<file path="config.mk">
export PLATFORM = sky130hd
export DESIGN_NAME = bar_graph_serial_led_driver_flat
export DESIGN_NICKNAME = d
export VERILOG_FILES = /design/src/sv/bgsd_pkg.sv /design/src/sv/bgsd_if.sv /design/src/sv/bgsd_front.sv /design/src/sv/bgsd_queue.sv /design/src/sv/bgsd_back.sv /design/src/sv/bar_graph_serial_led_driver.sv /design/src/flat_wrapper.sv
export SDC_FILE = /design/constraint.sdc
export NUM_CORES = 1
export LEC_CHECK = 0
export BUFFER_PORTS_ARGS = -buffer_cell sky130_fd_sc_hd__buf_2
export CORE_MARGIN = 4
export CORE_UTILIZATION = 55
export CTS_BUF_LIST = sky130_fd_sc_hd__clkbuf_2
export DETAILED_ROUTE_END_ITERATION = 10
export PLACE_DENSITY_LB_ADDON = 0.05
export SYNTH_ARGS = -nofsm -noshare
export SYNTH_HDL_FRONTEND = slang
export SYNTH_SLANG_ARGS = --single-unit
</file>
<file path="constraint.sdc">
create_clock -name clk -period 9.8 [get_ports clk]
set_clock_uncertainty 0.05 [all_clocks]
set_input_delay 2.45 -clock clk [delete_from_list [all_inputs] [get_ports clk]]
set_output_delay 2.45 -clock clk [all_outputs]
set_load 0.02 [all_outputs]
</file>
<file path="src/sv/bgsd_pkg.sv">
`default_nettype none
package bgsd_pkg;

	localparam int unsigned CFG_W     = 16;
	localparam int unsigned CFG_IDX_W = 2;
	localparam int unsigned SAMPLE_W  = 16;
	localparam int unsigned PAT_W     = 8;
	// diff * 8, signed: sign bit, 17-bit difference and three zero bits
	localparam int unsigned D8_W      = 21;
	// up to 9 * span, unsigned
	localparam int unsigned MULT_W    = 20;
	localparam int unsigned NUM_MULT  = 9;
	localparam int unsigned CNT_W     = 5;

	// register indexes
	localparam logic [CFG_IDX_W-1:0] CFG_LIGHT_LOW  = 2'd0;
	localparam logic [CFG_IDX_W-1:0] CFG_LIGHT_HIGH = 2'd1;
	localparam logic [CFG_IDX_W-1:0] CFG_PRESS_LOW  = 2'd2;
	localparam logic [CFG_IDX_W-1:0] CFG_PRESS_HIGH = 2'd3;

	localparam logic [CFG_W-1:0] LIGHT_LOW_RST  = 16'd200;
	localparam logic [CFG_W-1:0] LIGHT_HIGH_RST = 16'd1250;
	localparam logic [CFG_W-1:0] PRESS_LOW_RST  = 16'd960;
	localparam logic [CFG_W-1:0] PRESS_HIGH_RST = 16'd1070;

	// serializer positions within the two-frame burst
	localparam logic [3:0]       BIT_MODE    = 4'd5;
	localparam logic [3:0]       BIT_ONE     = 4'd6;
	localparam logic [3:0]       BIT_FRAME   = 4'd7;
	localparam logic [3:0]       FRAME_END   = 4'd15;
	localparam logic [CNT_W-1:0] BURST_END   = 5'd31;

	localparam int unsigned QUEUE_DEPTH = 2;

	typedef struct packed {
		logic             mode;
		logic [PAT_W-1:0] pattern;
		logic             err;
	} job_t;

endpackage
`default_nettype wire

</file>
<file path="src/sv/bgsd_if.sv">
`default_nettype none
interface bgsd_in_if;
	logic        valid;
	logic        ready;
	logic        mode;
	logic [15:0] sample_value;

	modport source (output valid, output mode, output sample_value, input ready);
	modport sink   (input valid, input mode, input sample_value, output ready);
endinterface

interface bgsd_out_if;
	logic valid;
	logic ready;
	logic serial_bit;
	logic latch_after;
	logic range_error;
	logic last;

	modport source (output valid, output serial_bit, output latch_after,
		output range_error, output last, input ready);
	modport sink   (input valid, input serial_bit, input latch_after,
		input range_error, input last, output ready);
endinterface
`default_nettype wire

</file>
<file path="src/sv/bgsd_front.sv">
`default_nettype none
module bgsd_front (
	input  wire logic                               clk,
	input  wire logic                               arst_n,
	input  wire logic                               cfg_we,
	input  wire logic [bgsd_pkg::CFG_IDX_W-1:0]     cfg_index,
	input  wire logic [bgsd_pkg::CFG_W-1:0]         cfg_wdata,
	bgsd_in_if.sink                                 in_ch,
	output logic                                    push,
	output bgsd_pkg::job_t                          push_job,
	input  wire logic                               push_ready
);

	logic [bgsd_pkg::CFG_W-1:0] light_low_q, light_high_q, press_low_q, press_high_q;

	always_ff @(posedge clk or negedge arst_n) begin
		if (!arst_n) begin
			light_low_q  <= bgsd_pkg::LIGHT_LOW_RST;
			light_high_q <= bgsd_pkg::LIGHT_HIGH_RST;
			press_low_q  <= bgsd_pkg::PRESS_LOW_RST;
			press_high_q <= bgsd_pkg::PRESS_HIGH_RST;
		end else if (cfg_we) begin
			case (cfg_index)
				bgsd_pkg::CFG_LIGHT_LOW:  light_low_q  <= cfg_wdata;
				bgsd_pkg::CFG_LIGHT_HIGH: light_high_q <= cfg_wdata;
				bgsd_pkg::CFG_PRESS_LOW:  press_low_q  <= cfg_wdata;
				bgsd_pkg::CFG_PRESS_HIGH: press_high_q <= cfg_wdata;
				default: ;
			endcase
		end
	end

	// stage 1: difference, span and span multiples
	logic [bgsd_pkg::CFG_W-1:0]  lo, hi;
	logic [bgsd_pkg::CFG_W:0]    diff, span;
	logic                        span_bad;
	logic                        accept;

	assign lo       = in_ch.mode ? press_low_q  : light_low_q;
	assign hi       = in_ch.mode ? press_high_q : light_high_q;
	assign diff     = {1'b0, in_ch.sample_value} - {1'b0, lo};
	assign span     = {1'b0, hi} - {1'b0, lo};
	assign span_bad = span[bgsd_pkg::CFG_W] || (span == '0);

	logic                         valid_s1;
	logic                         mode_s1;
	logic                         bad_s1;
	logic [bgsd_pkg::D8_W-1:0]    d8_s1;
	logic [bgsd_pkg::MULT_W-1:0]  mult_s1 [bgsd_pkg::NUM_MULT];

	assign in_ch.ready = !valid_s1 || push_ready;
	assign accept      = in_ch.valid && in_ch.ready;

	always_ff @(posedge clk or negedge arst_n) begin
		if (!arst_n) begin
			valid_s1 <= 1'b0;
		end else if (in_ch.ready) begin
			valid_s1 <= in_ch.valid;
		end
	end

	always_ff @(posedge clk) begin
		if (accept) begin
			mode_s1 <= in_ch.mode;
			bad_s1  <= span_bad;
			d8_s1   <= {diff[bgsd_pkg::CFG_W], diff, 3'b000};
			for (int k = 0; k < bgsd_pkg::NUM_MULT; k++) begin
				mult_s1[k] <= bgsd_pkg::MULT_W'(span[bgsd_pkg::CFG_W-1:0])
					* bgsd_pkg::MULT_W'(k + 1);
			end
		end
	end

	// stage 2: compare against the multiples, thermometer falls out directly
	logic                        neg;
	logic [bgsd_pkg::D8_W-1:0]   neg_sum;
	logic                        neg_err, over_err;
	logic [bgsd_pkg::PAT_W-1:0]  pattern;

	assign neg      = d8_s1[bgsd_pkg::D8_W-1];
	// below low by an eighth of the span or more: level truncates to -1 or less
	assign neg_sum  = d8_s1 + {1'b0, mult_s1[0]};
	assign neg_err  = neg && (neg_sum[bgsd_pkg::D8_W-1] || (neg_sum == '0));
	assign over_err = !neg && (d8_s1[bgsd_pkg::MULT_W-1:0] >= mult_s1[bgsd_pkg::NUM_MULT-1]);

	always_comb begin
		for (int i = 0; i < bgsd_pkg::PAT_W; i++) begin
			pattern[bgsd_pkg::PAT_W-1-i] = !neg
				&& (d8_s1[bgsd_pkg::MULT_W-1:0] >= mult_s1[i]);
		end
	end

	assign push             = valid_s1 && push_ready;
	assign push_job.mode    = mode_s1;
	assign push_job.pattern = pattern;
	assign push_job.err     = bad_s1 || neg_err || over_err;

endmodule
`default_nettype wire

</file>
<file path="src/sv/bgsd_queue.sv">
`default_nettype none
module bgsd_queue #(
	parameter int unsigned DEPTH = bgsd_pkg::QUEUE_DEPTH
) (
	input  wire logic           clk,
	input  wire logic           arst_n,
	input  wire logic           push,
	input  bgsd_pkg::job_t      push_job,
	output logic                push_ready,
	input  wire logic           pop,
	output bgsd_pkg::job_t      head,
	output logic                head_valid
);

	localparam int unsigned PTR_W = (DEPTH > 1) ? $clog2(DEPTH) : 1;
	localparam int unsigned CNT_W = $clog2(DEPTH + 1);
	localparam logic [PTR_W-1:0] LAST_PTR = PTR_W'(DEPTH - 1);

	bgsd_pkg::job_t   entry_q [DEPTH];
	logic [PTR_W-1:0] wr_ptr_q, rd_ptr_q;
	logic [CNT_W-1:0] count_q;

	assign push_ready = (count_q != CNT_W'(DEPTH));
	assign head_valid = (count_q != '0);
	assign head       = entry_q[rd_ptr_q];

	always_ff @(posedge clk) begin
		if (push) begin
			entry_q[wr_ptr_q] <= push_job;
		end
	end

	always_ff @(posedge clk or negedge arst_n) begin
		if (!arst_n) begin
			wr_ptr_q <= '0;
			rd_ptr_q <= '0;
			count_q  <= '0;
		end else begin
			if (push) begin
				wr_ptr_q <= (wr_ptr_q == LAST_PTR) ? '0 : wr_ptr_q + 1'b1;
			end
			if (pop) begin
				rd_ptr_q <= (rd_ptr_q == LAST_PTR) ? '0 : rd_ptr_q + 1'b1;
			end
			if (push && !pop) begin
				count_q <= count_q + 1'b1;
			end else if (pop && !push) begin
				count_q <= count_q - 1'b1;
			end
		end
	end

endmodule
`default_nettype wire

</file>
<file path="src/sv/bgsd_back.sv">
`default_nettype none
module bgsd_back (
	input  wire logic       clk,
	input  wire logic       arst_n,
	input  bgsd_pkg::job_t  head,
	input  wire logic       head_valid,
	output logic            pop,
	bgsd_out_if.source      out_ch
);

	logic [bgsd_pkg::CNT_W-1:0] cnt_q;
	logic                       valid_q;
	logic                       bit_q, latch_q, err_q, last_q;
	logic                       load, emit, burst_done;
	logic [3:0]                 pos;
	logic                       nxt_bit;

	assign load       = !valid_q || out_ch.ready;
	assign emit       = load && head_valid;
	assign burst_done = (cnt_q == bgsd_pkg::BURST_END);
	assign pop        = emit && (head.err || burst_done);
	assign pos        = cnt_q[3:0];

	// frame = {5'b0, mode, 1, frame index, pattern}: rows 2/3 or 6/7
	always_comb begin
		if (pos[3]) begin
			nxt_bit = head.pattern[3'(~pos[2:0])];
		end else if (pos == bgsd_pkg::BIT_MODE) begin
			nxt_bit = head.mode;
		end else if (pos == bgsd_pkg::BIT_ONE) begin
			nxt_bit = 1'b1;
		end else if (pos == bgsd_pkg::BIT_FRAME) begin
			nxt_bit = cnt_q[4];
		end else begin
			nxt_bit = 1'b0;
		end
	end

	always_ff @(posedge clk or negedge arst_n) begin
		if (!arst_n) begin
			valid_q <= 1'b0;
			cnt_q   <= '0;
		end else begin
			if (load) begin
				valid_q <= head_valid;
			end
			if (pop) begin
				cnt_q <= '0;
			end else if (emit) begin
				cnt_q <= cnt_q + 1'b1;
			end
		end
	end

	always_ff @(posedge clk) begin
		if (emit) begin
			if (head.err) begin
				bit_q   <= 1'b0;
				latch_q <= 1'b0;
				err_q   <= 1'b1;
				last_q  <= 1'b1;
			end else begin
				bit_q   <= nxt_bit;
				latch_q <= (pos == bgsd_pkg::FRAME_END);
				err_q   <= 1'b0;
				last_q  <= burst_done;
			end
		end
	end

	assign out_ch.valid       = valid_q;
	assign out_ch.serial_bit  = bit_q;
	assign out_ch.latch_after = latch_q;
	assign out_ch.range_error = err_q;
	assign out_ch.last        = last_q;

endmodule
`default_nettype wire

</file>
<file path="src/sv/bar_graph_serial_led_driver.sv">
`default_nettype none
// A sample passes the front stage register, the queue and the output register in order.
// Throughput: a displayable sample yields 32 items, one per cycle while out_ch is ready,
// so the serializer paces the block; a range error yields one item.
// A new sample is taken while the previous one is still being shifted out.
// Reset (arst_n low, asynchronous): queue and output empty, bounds back to defaults.
module bar_graph_serial_led_driver #(
	parameter int unsigned QUEUE_DEPTH = bgsd_pkg::QUEUE_DEPTH
) (
	input  wire logic                           clk,
	input  wire logic                           arst_n,
	input  wire logic                           cfg_we,
	input  wire logic [bgsd_pkg::CFG_IDX_W-1:0] cfg_index,
	input  wire logic [bgsd_pkg::CFG_W-1:0]     cfg_wdata,
	bgsd_in_if.sink                             in_ch,
	bgsd_out_if.source                          out_ch
);

	// front -> queue
	logic           push;
	logic           push_ready;
	bgsd_pkg::job_t push_job;

	// queue -> back
	bgsd_pkg::job_t head;
	logic           head_valid;
	logic           pop;

	// Front: holds the bound registers, takes the sample, works out
	// sample - low and the span, then compares 8*(sample - low) with
	// 1..9 times the span. The compares give the thermometer byte bit by
	// bit; the ninth compare, the negative test and an empty span flag the error.
	bgsd_front u_front (
		.clk        (clk),
		.arst_n     (arst_n),
		.cfg_we     (cfg_we),
		.cfg_index  (cfg_index),
		.cfg_wdata  (cfg_wdata),
		.in_ch      (in_ch),
		.push       (push),
		.push_job   (push_job),
		.push_ready (push_ready)
	);

	// Short queue of classified jobs: lets the front take the next sample
	// while the back is still shifting out the current one.
	bgsd_queue #(
		.DEPTH (QUEUE_DEPTH)
	) u_queue (
		.clk        (clk),
		.arst_n     (arst_n),
		.push       (push),
		.push_job   (push_job),
		.push_ready (push_ready),
		.pop        (pop),
		.head       (head),
		.head_valid (head_valid)
	);

	// Back: a 5-bit bit counter walks the two 16-bit frames MSB first
	// (lower row, then upper row), marking the latch at each frame end,
	// into a registered output stage. Error jobs give one flagged item.
	bgsd_back u_back (
		.clk        (clk),
		.arst_n     (arst_n),
		.head       (head),
		.head_valid (head_valid),
		.pop        (pop),
		.out_ch     (out_ch)
	);

endmodule
`default_nettype wire

</file>
<file path="src/flat_wrapper.sv">
// flat-port wrapper written by rule: the top's interface ports become plain ports
module bar_graph_serial_led_driver_flat 
#(
	parameter int unsigned QUEUE_DEPTH = bgsd_pkg::QUEUE_DEPTH
)
  (clk, arst_n, cfg_we, cfg_index, cfg_wdata, in_ch_valid, in_ch_mode, in_ch_sample_value, in_ch_ready, out_ch_valid, out_ch_serial_bit, out_ch_latch_after, out_ch_range_error, out_ch_last, out_ch_ready);
  bgsd_in_if in_ch_i ();
  bgsd_out_if out_ch_i ();
  input  wire logic clk;
  input  wire logic arst_n;
  input  wire logic cfg_we;
  input  wire logic [bgsd_pkg::CFG_IDX_W-1:0] cfg_index;
  input  wire logic [bgsd_pkg::CFG_W-1:0] cfg_wdata;
  input wire logic [$bits(in_ch_i.valid)-1:0] in_ch_valid;
  input wire logic [$bits(in_ch_i.mode)-1:0] in_ch_mode;
  input wire logic [$bits(in_ch_i.sample_value)-1:0] in_ch_sample_value;
  output wire logic [$bits(in_ch_i.ready)-1:0] in_ch_ready;
  output wire logic [$bits(out_ch_i.valid)-1:0] out_ch_valid;
  output wire logic [$bits(out_ch_i.serial_bit)-1:0] out_ch_serial_bit;
  output wire logic [$bits(out_ch_i.latch_after)-1:0] out_ch_latch_after;
  output wire logic [$bits(out_ch_i.range_error)-1:0] out_ch_range_error;
  output wire logic [$bits(out_ch_i.last)-1:0] out_ch_last;
  input wire logic [$bits(out_ch_i.ready)-1:0] out_ch_ready;
  assign in_ch_i.valid = in_ch_valid;
  assign in_ch_i.mode = in_ch_mode;
  assign in_ch_i.sample_value = in_ch_sample_value;
  assign in_ch_ready = in_ch_i.ready;
  assign out_ch_valid = out_ch_i.valid;
  assign out_ch_serial_bit = out_ch_i.serial_bit;
  assign out_ch_latch_after = out_ch_i.latch_after;
  assign out_ch_range_error = out_ch_i.range_error;
  assign out_ch_last = out_ch_i.last;
  assign out_ch_i.ready = out_ch_ready;
  bar_graph_serial_led_driver #(.QUEUE_DEPTH(QUEUE_DEPTH)) u_core (.clk(clk), .arst_n(arst_n), .cfg_we(cfg_we), .cfg_index(cfg_index), .cfg_wdata(cfg_wdata), .in_ch(in_ch_i), .out_ch(out_ch_i));
endmodule
</file>
==> flow_metrics.tcl, run 1 <==
set metrics [dict create \
    outcome "complete, no violations" \
    regArea_um2 5710 \
    antenna_found_initial 1 \
    finalHoldViolations 0 \
    layout_commonest_cell "ha_1" \
    ys_seq_elements 202 \
    clkTransAtPathRegs_ps 110 \
    cts-root-buf "clkbuf_2" \
    maxCapViolations 0 \
    core_area_um2 28900 \
    gp_congestion 0.857 \
    drive_gt1_share_pct 16.7 \
    slew_headroom_pct 35.9 \
    wl_per_cell_um 17.4 \
    syn_area_per_cell_um2 10.3 \
    rsz0062_at_grt "no" \
    critPathSlowestCell "nor2_1" \
    syn2layout_area_growth_pct 7.32 \
    yosysTopAreaCell "edfxtp_1" \
    path_class "input pin to flip-flop" \
    die_w_um 180 \
    ys_seq_area_share_pct 35.3 \
    max_stage_delay_ps 590 \
    synth_edf_count 127 \
    setup_viol 0 \
    critPathCaptureType "flip-flop" \
    hpwlAfterDp_mm 28.6 \
    max_freq_mhz 136 \
    n_fill_cell 2503 \
    cts_resized 0 \
    path_max_fanout 15 \
    grt_util_all_layers_pct 22.4 \
    htree_levels 2 \
    die_y_um 180 \
    ys_types 86 \
    r2r-start "u_core.u_front.press_low_q[1]" \
    die-area_um2 32300 \
    clock_latency_ps 820 \
    clock_sinks 202 \
    gr-total-overflow 0 \
    arrival_ps 7870 \
    boundaryPins 46 \
    fin_crit_ps 7350 \
    synth_area_leaders "edfxtp_1 24%, ha_1 20%, dfrtp_1 9.0%" \
    final_nets 1976 \
    synthCells 1580 \
    drt.antenna.violating_nets 0 \
    cts_buffers 56 \
    port_buffers 45 \
    vias 12000 \
    synthArstFlopShare_pct 37.1 \
    synth_top_area_share_pct 23.5 \
    drcViolationCount 0 \
    hold_start "u_core.u_queue.wr_ptr_q" \
    yosysWarningCount 0 \
    routed_wl_mm 36.4 \
    ctsHoldBuffers 0 \
    period_share_pct 75.0 \
    multi_input_area_um2 9730 \
    synth_fp_nets 1890 \
    cts_max_path_buffers 3 \
    critPathMostFrequentCell "nor2_1" \
    grt_pass1_vias 12400 \
    wl_met2_mm 17.7 \
    tightest_slew_ps 961 \
    drt_iter0_markers 552 \
    syn_area_um2 16200 \
    cts_tree "yes" \
    worstSetupStartpoint "in_ch_mode" \
    final_util_pct 60.2 \
    rows 62 \
    path_cells "buf_2 > mux2_2 > ha_1 > or2_1 > o21ai_0 > a211oi_1 > nor2_1 > inv_1 > nor2_1 > nor2_1 > ha_1 > o21ai_0 > a21boi_0 > o211ai_1 > a21boi_0 > o31a_1 > o41ai_1 > xnor2_1 > xnor2_1" \
    grt_pass1_wl_mm 60.4 \
    finalSetupTns_ps 0 \
    avgViaCountPerCell 5.72 \
    dr_wl_met3_mm 1.29 \
    wl_met1_mm 16.6 \
    top_layer "met4" \
    slew_viol_final 0 \
    crit_required_ps 10310 \
    mostFrequentLayoutCells "259 x ha_1, 166 x inv_1, 127 x edfxtp_1, 105 x nor2_1, 89 x clkbuf_2" \
    startpoint_type "input pin" \
    grt_max_degree 76 \
    hp-class "flip-flop to flip-flop" \
    drt_first_pass_iters 5 \
    yosys_most_used_dff "edfxtp_1" \
    initial_core_util_pct 56.1 \
    cts_setup_buffers 0 \
]
-- per-layer routing --
layer  GRT usage [%]  vias up
li1                -     5989
met1            29.1     5707
met2            39.0      220
met3            3.15       66
met4            6.52        0
met5               0        -
-- layout make-up --
cell class	count	area share [%]
clock inverter	13	0.338
sequential	202	32.9
multi-input combinational	1179	56.0
tap	384	2.76
inverter	170	3.69
antenna	1	0.0144
timing repair buffer	57	1.83
clock buffer	89	2.56
-- flip-flops by register name (all words and copies together) (netlist names), 2 cells and up --
register and flops:
u_core.u_front.d8_s1 17, u_core.u_queue.count_q 2, u_core.u_front.light_low_q 16, u_core.u_queue.entry_q 20
u_core.u_back.cnt_q 5, u_core.u_front.mult_s1 84, u_core.u_front.press_low_q 16, u_core.u_front.light_high_q 16
u_core.u_front.press_high_q 16
-- critical path: cells and delay by family --
| kind | cells | cell delay (ps) |
|---|---|---|
| AND/OR/NAND/NOR | 4 | 1090 |
| multiplexers | 1 | 400 |
| adder cells (fa/ha/maj) | 2 | 590 |
| buffers and inverters | 2 | 790 |
| AO/OA/AOI/OAI | 8 | 2190 |
| XOR/XNOR | 2 | 320 |
-- kinds of logic after synthesis --
| logic type | share of synthesized area, % |
|---|---|
| and+or+nand+nor | 9.96 |
| AOI/OAI and AO/OA | 15.6 |
| DFF | 35.3 |
| adders and majority gates | 21.4 |
| xor gates and xnor gates | 5.19 |
| buffers and inverters | 4.74 |
| muxes | 7.81 |
-- synthesized netlist by cell type (20+ instances only) --
cell type,count
mux2i_1,24
dfrtp_1,58
nor2_1,105
o21a_1,35
edfxtp_1,127
ha_1,259
nor3_1,29
xnor2_1,75
a21o_1,37
mux2_2,83
o21ai_0,82
inv_1,166
nand3_1,34
a21oi_1,79
nand2_1,50
a211oi_1,20
-- worst paths after layout --
check / end / slack, ps / cells past startpoint
setup / recovery: u_core.u_front.mult_s1[0][176] / 2450 / 19
hold / removal: u_core.u_queue.wr_ptr_q / 450 / 1
setup reg to reg: u_core.u_front.mult_s1[0][176] / 4210 / 18
hold reg to reg: u_core.u_queue.wr_ptr_q / 450 / 1
max in group asynchronous: u_core.u_queue.count_q[1] / 7310 / 1
min in group asynchronous: u_core.u_front.press_high_q[0] / 1700 / 1
-- stage by stage --
step	setup slack [ps]	std cells	cell area, um2	hold WS (ps)
floorplan	2230	1580	16200	371
global placement	1870	1992	16900	430
detailed placement	1680	1992	16900	437
CTS	2590	2094	17400	457
global route	2050	2095	17400	471
finish	2450	2095	17400	455
Power of run 1 is left out: the tool's default activity adds up to more than one toggle a clock period on the data nets, which glitch-free logic cannot reach.
==> run 2: changes to the inputs <==
- clock period: 9.8 -> 6.1 ns (I/O delays scaled with it)
==> run 2 against run 1 <==
Setup slack got worse by 1800 ps. Core utilization rose by 3.7 points. Via count rose by 4.2%. Routed wire length rose by 2.4%. Clock-buffer cell count fell by 12. Sequential share of layout area fell by 1.9 points. Critical path type unchanged. Largest cell class unchanged. Highest routed layer unchanged.
==> flow_metrics.tcl, run 2 (same netlist as run 1, synthesis figures left out) <==
set metrics [dict create \
    outcome "complete, no violations" \
    grt_pass1_wl_mm 61.6 \
    cts_resized 0 \
    cts_setup_buffers 0 \
    clock_latency_ps 850 \
    period_share_pct 89.1 \
    die-area_um2 32300 \
    worst_slack_ps 667 \
    drt_iter0_markers 552 \
    fin_crit_ps 5430 \
    avgViaCountPerCell 5.61 \
    wl_met2_mm 17.9 \
    cts_max_path_buffers 3 \
    dr_wl_met3_mm 1.54 \
    drt.antenna.violating_nets 0 \
    path_cells "buf_2 > buf_12 > mux2_2 > ha_1 > inv_1 > fa_1 > nand3_1 > a21oi_1 > nor2_2 > buf_4 > ha_1 > fa_1 > a21o_1 > a21oi_1 > nor2b_1 > o21a_1 > o22ai_1 > o21ai_0 > o41ai_1 > o21ai_0 > xnor2_1" \
    cts_buffers 53 \
    htree_levels 2 \
    top_layer "met4" \
    routed_wl_mm 37.3 \
    critPathSlowestCell "fa_1" \
    gr-total-overflow 0 \
    core_area_um2 28900 \
    clock_sinks 202 \
    n_fill_cell 2462 \
    path_class "input pin to flip-flop" \
    critPathCaptureType "flip-flop" \
    die_y_um 180 \
    grt_max_degree 71 \
    gp_congestion 0.892 \
    r2r-start "u_core.u_front.press_low_q[0]" \
    dp_slack_ps -148 \
    arrival_ps 5990 \
    crit_required_ps 6660 \
    multi_input_area_um2 9770 \
    die_w_um 180 \
    tightest_slew_ps 914 \
    finalHoldViolations 0 \
    antenna_found_initial 1 \
    mostFrequentLayoutCells "259 x ha_1, 165 x inv_1, 151 x buf_4, 127 x edfxtp_1, 104 x nor2_1" \
    rows 62 \
    regArea_um2 5710 \
    syn2layout_area_growth_pct 13.9 \
    max_freq_mhz 184 \
    final_nets 2112 \
    initial_core_util_pct 56.1 \
    drcViolationCount 0 \
    drt_first_pass_iters 5 \
    rsz0062_at_grt "no" \
    cts_tree "yes" \
    hpwlAfterDp_mm 30.1 \
    setup_viol 0 \
    boundaryPins 46 \
    hp-class "input pin to async pin" \
    cts-root-buf "clkbuf_2" \
    wl_met1_mm 17.0 \
    slew_viol_final 0 \
    regMostFlops "u_core.u_front.mult_s1" \
    startpoint_type "input pin" \
    largest_reg_flops 84 \
    wl_per_cell_um 16.7 \
    port_buffers 45 \
    grt_pass1_vias 12500 \
    reg2reg_to "u_core.u_front.mult_s1[0][97]" \
    grt_util_all_layers_pct 23.0 \
    max_stage_delay_ps 450 \
    layout_commonest_cell "ha_1" \
    rrSetupSlack_ps 1320 \
    maxCapViolations 0 \
    worst-r2r-cell-count 19 \
    top_regs "u_core.u_front.mult_s1 (84), u_core.u_queue.entry_q (20), u_core.u_front.d8_s1 (17)" \
    clkTransAtPathRegs_ps 100 \
    vias 12500 \
    ctsHoldBuffers 0 \
    slew_headroom_pct 39.1 \
    drive_gt1_share_pct 22.8 \
    path_max_fanout 11 \
]
-- run 2: changes by cell type in the layout (fill, tap and decap cells not counted), sizes merged --
cell / before / now
buf: 57 / 196
clkinv: 12 / 16
inv: 170 / 171
clkbuf: 89 / 77
-- run 2: worst max-delay path by stage --
stage                          start                              to  depth (start not counted)
after floorplan           in_ch_mode  u_core.u_front.mult_s1[0][137]                         21
after global placement    in_ch_mode   u_core.u_front.mult_s1[0][98]                         22
after detailed placement  in_ch_mode   u_core.u_front.mult_s1[0][98]                         22
after CTS                 in_ch_mode   u_core.u_front.mult_s1[0][98]                         22
after global routing      in_ch_mode   u_core.u_front.mult_s1[0][97]                         19
final                     in_ch_mode   u_core.u_front.mult_s1[0][97]                         21
-- run 2: routing by layer --
layer | global-route usage (%) | up-vias
met1 | 30.6 | 5952
met3 | 3.42 | 59
met2 | 39.5 | 219
met4 | 6.03 | 0
li1 | - | 6257
met5 | 0 | -
-- run 2: worst max-delay path, delay by kind of cell --
family | cells | cell delay [ps]
compound gates | 8 | 1930
fa+ha+maj | 4 | 1250
buf+inv | 4 | 450
mux | 1 | 350
simple gates | 3 | 300
xor+xnor | 1 | 150
-- run 2: cell type report --
type / instances / area share [%]
multi-input cells: 1179 / 52.9
clock inverters: 18 / 0.468
flip-flops and latches: 202 / 31.0
inverters: 170 / 3.47
diodes: 1 / 0.0136
clock buffers: 77 / 2.09
well taps: 384 / 2.60
repair buffers: 196 / 7.45
-- run 2: stage by stage --
stage | instances | setup TNS [ps] | hold slack (ps) | cell area (um2) | utilization (%)
after floorplan | 1580 | -14.6 | 371 | 16300 | -
after global placement | 2131 | -279 | 431 | 18000 | 62.3
after detailed placement | 2131 | -1180 | 433 | 18000 | 62.3
after CTS | 2226 | 0 | 320 | 18400 | 63.9
after global routing | 2227 | 0 | 307 | 18400 | 63.9
final | 2227 | 0 | 413 | 18400 | 63.9
Power of run 2 is left out for the same reason.
==> run 3: changes to the inputs <==
- CORE_UTILIZATION: 55 -> 29
==> run 3 against run 2 <==
Final area increased by 7.1%. Highest routed layer unchanged. Sequential share of layout area down 2.1 points. Via count increased by 1.2%. Critical path type unchanged. Core utilization down 28 points. Global-route usage shrank 7.7 points. First-iteration DRC count decreased by 23%.
==> flow_metrics.tcl, run 3 (same netlist as run 1, synthesis figures left out) <==
set metrics [dict create \
    drcViolationCount 0 \
    wl_per_cell_um 16.7 \
    final_util_pct 35.8 \
    rows 86 \
    antenna_found_initial 1 \
    drt.antenna.violating_nets 0 \
    n_fill_cell 5691 \
    die_y_um 244 \
    cts_tree "yes" \
    regMostFlops "u_core.u_front.mult_s1" \
    die_w_um 244 \
    slew_headroom_pct 30.3 \
    max_stage_delay_ps 380 \
    largest_reg_flops 84 \
    startpoint_type "input pin" \
    fin_crit_ps 5290 \
    gp_congestion 0.792 \
    port_buffers 45 \
    htree_levels 2 \
    final_nets 2214 \
    max_freq_mhz 189 \
    outcome "complete, no violations" \
    boundaryPins 46 \
    arrival_ps 5950 \
    layout_commonest_cell "ha_1" \
    finalHoldViolations 0 \
    ctsHoldBuffers 0 \
    placed_area_um2 19200 \
    cts_setup_buffers 0 \
    core_area_um2 55200 \
    drt_first_pass_iters 4 \
    period_share_pct 86.7 \
    worst-r2r-cell-count 19 \
    path_max_fanout 11 \
    crit_required_ps 6760 \
    critPathMostFrequentCell "ha_1" \
    maxCapViolations 0 \
    tightest_slew_ps 1040 \
    hp-class "input pin to async pin" \
    initial_core_util_pct 29.3 \
    grt_pass1_vias 13600 \
    die-area_um2 59700 \
    critPathCaptureType "flip-flop" \
    cts_max_path_buffers 3 \
    path_class "input pin to flip-flop" \
    rsz0062_at_grt "no" \
    cts-root-buf "clkbuf_2" \
    vias 12600 \
    clkTransAtPathRegs_ps 100 \
    slew_viol_final 0 \
    design_area_um2 19800 \
    multi_input_area_um2 9770 \
    cts_resized 0 \
    avgViaCountPerCell 4.68 \
    drt_iter0_markers 426 \
    path_cells "buf_2 > buf_12 > mux2_2 > ha_1 > inv_1 > fa_1 > nand3_1 > a21oi_1 > nor2_2 > ha_1 > ha_1 > a21o_1 > a21oi_1 > nor2b_1 > o21a_1 > o31ai_1 > o21ai_0 > o41ai_1 > buf_4 > o21ai_0 > o21a_1" \
    grt_util_all_layers_pct 15.3 \
    regArea_um2 5710 \
    setup_viol 0 \
    mostFrequentLayoutCells "259 x ha_1, 247 x buf_4, 165 x inv_1, 127 x edfxtp_1, 104 x nor2_1" \
    clock_sinks 202 \
    clock_latency_ps 970 \
    cts_buffers 58 \
    fin_cells 2702 \
    gr-total-overflow 0 \
    routed_wl_mm 45.1 \
    grt_pass1_wl_mm 72.6 \
    syn2layout_area_growth_pct 22.0 \
    critPathSlowestCell "o41ai_1" \
    place_inst 2592 \
    hpwlAfterDp_mm 36.7 \
    top_regs "u_core.u_front.mult_s1 (84), u_core.u_queue.entry_q (20), u_core.u_front.d8_s1 (17)" \
    drive_gt1_share_pct 27.6 \
    grt_max_degree 60 \
]
[run 3: worst max-delay path: cells and delay by family]
| family | cells | cell delay [ps] |
|---|---|---|
| simple gates | 3 | 330 |
| mux | 1 | 360 |
| buf+inv | 4 | 500 |
| compound gates | 9 | 2080 |
| fa+ha+maj | 4 | 1140 |
[run 3: stage by stage]
stage	hold WS (ps)	TNS, ps	setup WS, ps
6_report	364	0	813
5_1_grt	187	0	553
4_1_cts	181	0	827
3_5_place_dp	430	-2580	-316
3_3_place_gp	432	-2240	-281
2_1_floorplan	371	-14.6	-14.6
[run 3: final cells by class]
cell class	count	area share, %
clock inverters	10	0.506
multi-input cells	1179	49.4
clock buffers	98	2.48
well taps	748	4.74
flip-flops and latches	202	28.9
diodes	2	0.0253
inverters	170	3.24
repair buffers	293	10.7
[run 3: layer usage]
layer,part of all wire [%],wire length [um],track usage (%),vias up
met5,0,0,0,-
met4,2.0,913,4.51,0
met3,2.7,1240,2.42,55
met2,47,21300,25.9,117
met1,48,21600,20.3,5977
li1,-,-,-,6487
[run 3: final timing paths]
check | startpoint | end | slack (ps)
min in group clk | u_core.u_queue.wr_ptr_q | u_core.u_queue.wr_ptr_q | 450
worst min-delay path | arst_n | u_core.u_back.cnt_q[4] | 360
worst min register to register | u_core.u_queue.wr_ptr_q | u_core.u_queue.wr_ptr_q | 450
max in group asynchronous | arst_n | u_core.u_front.press_high_q[0] | 4540
worst max register to register | u_core.u_front.press_low_q[0] | u_core.u_front.mult_s1[0][98] | 1320
worst max-delay path | in_ch_mode | u_core.u_front.mult_s1[0][98] | 810
Power of run 3 is left out for the same reason.
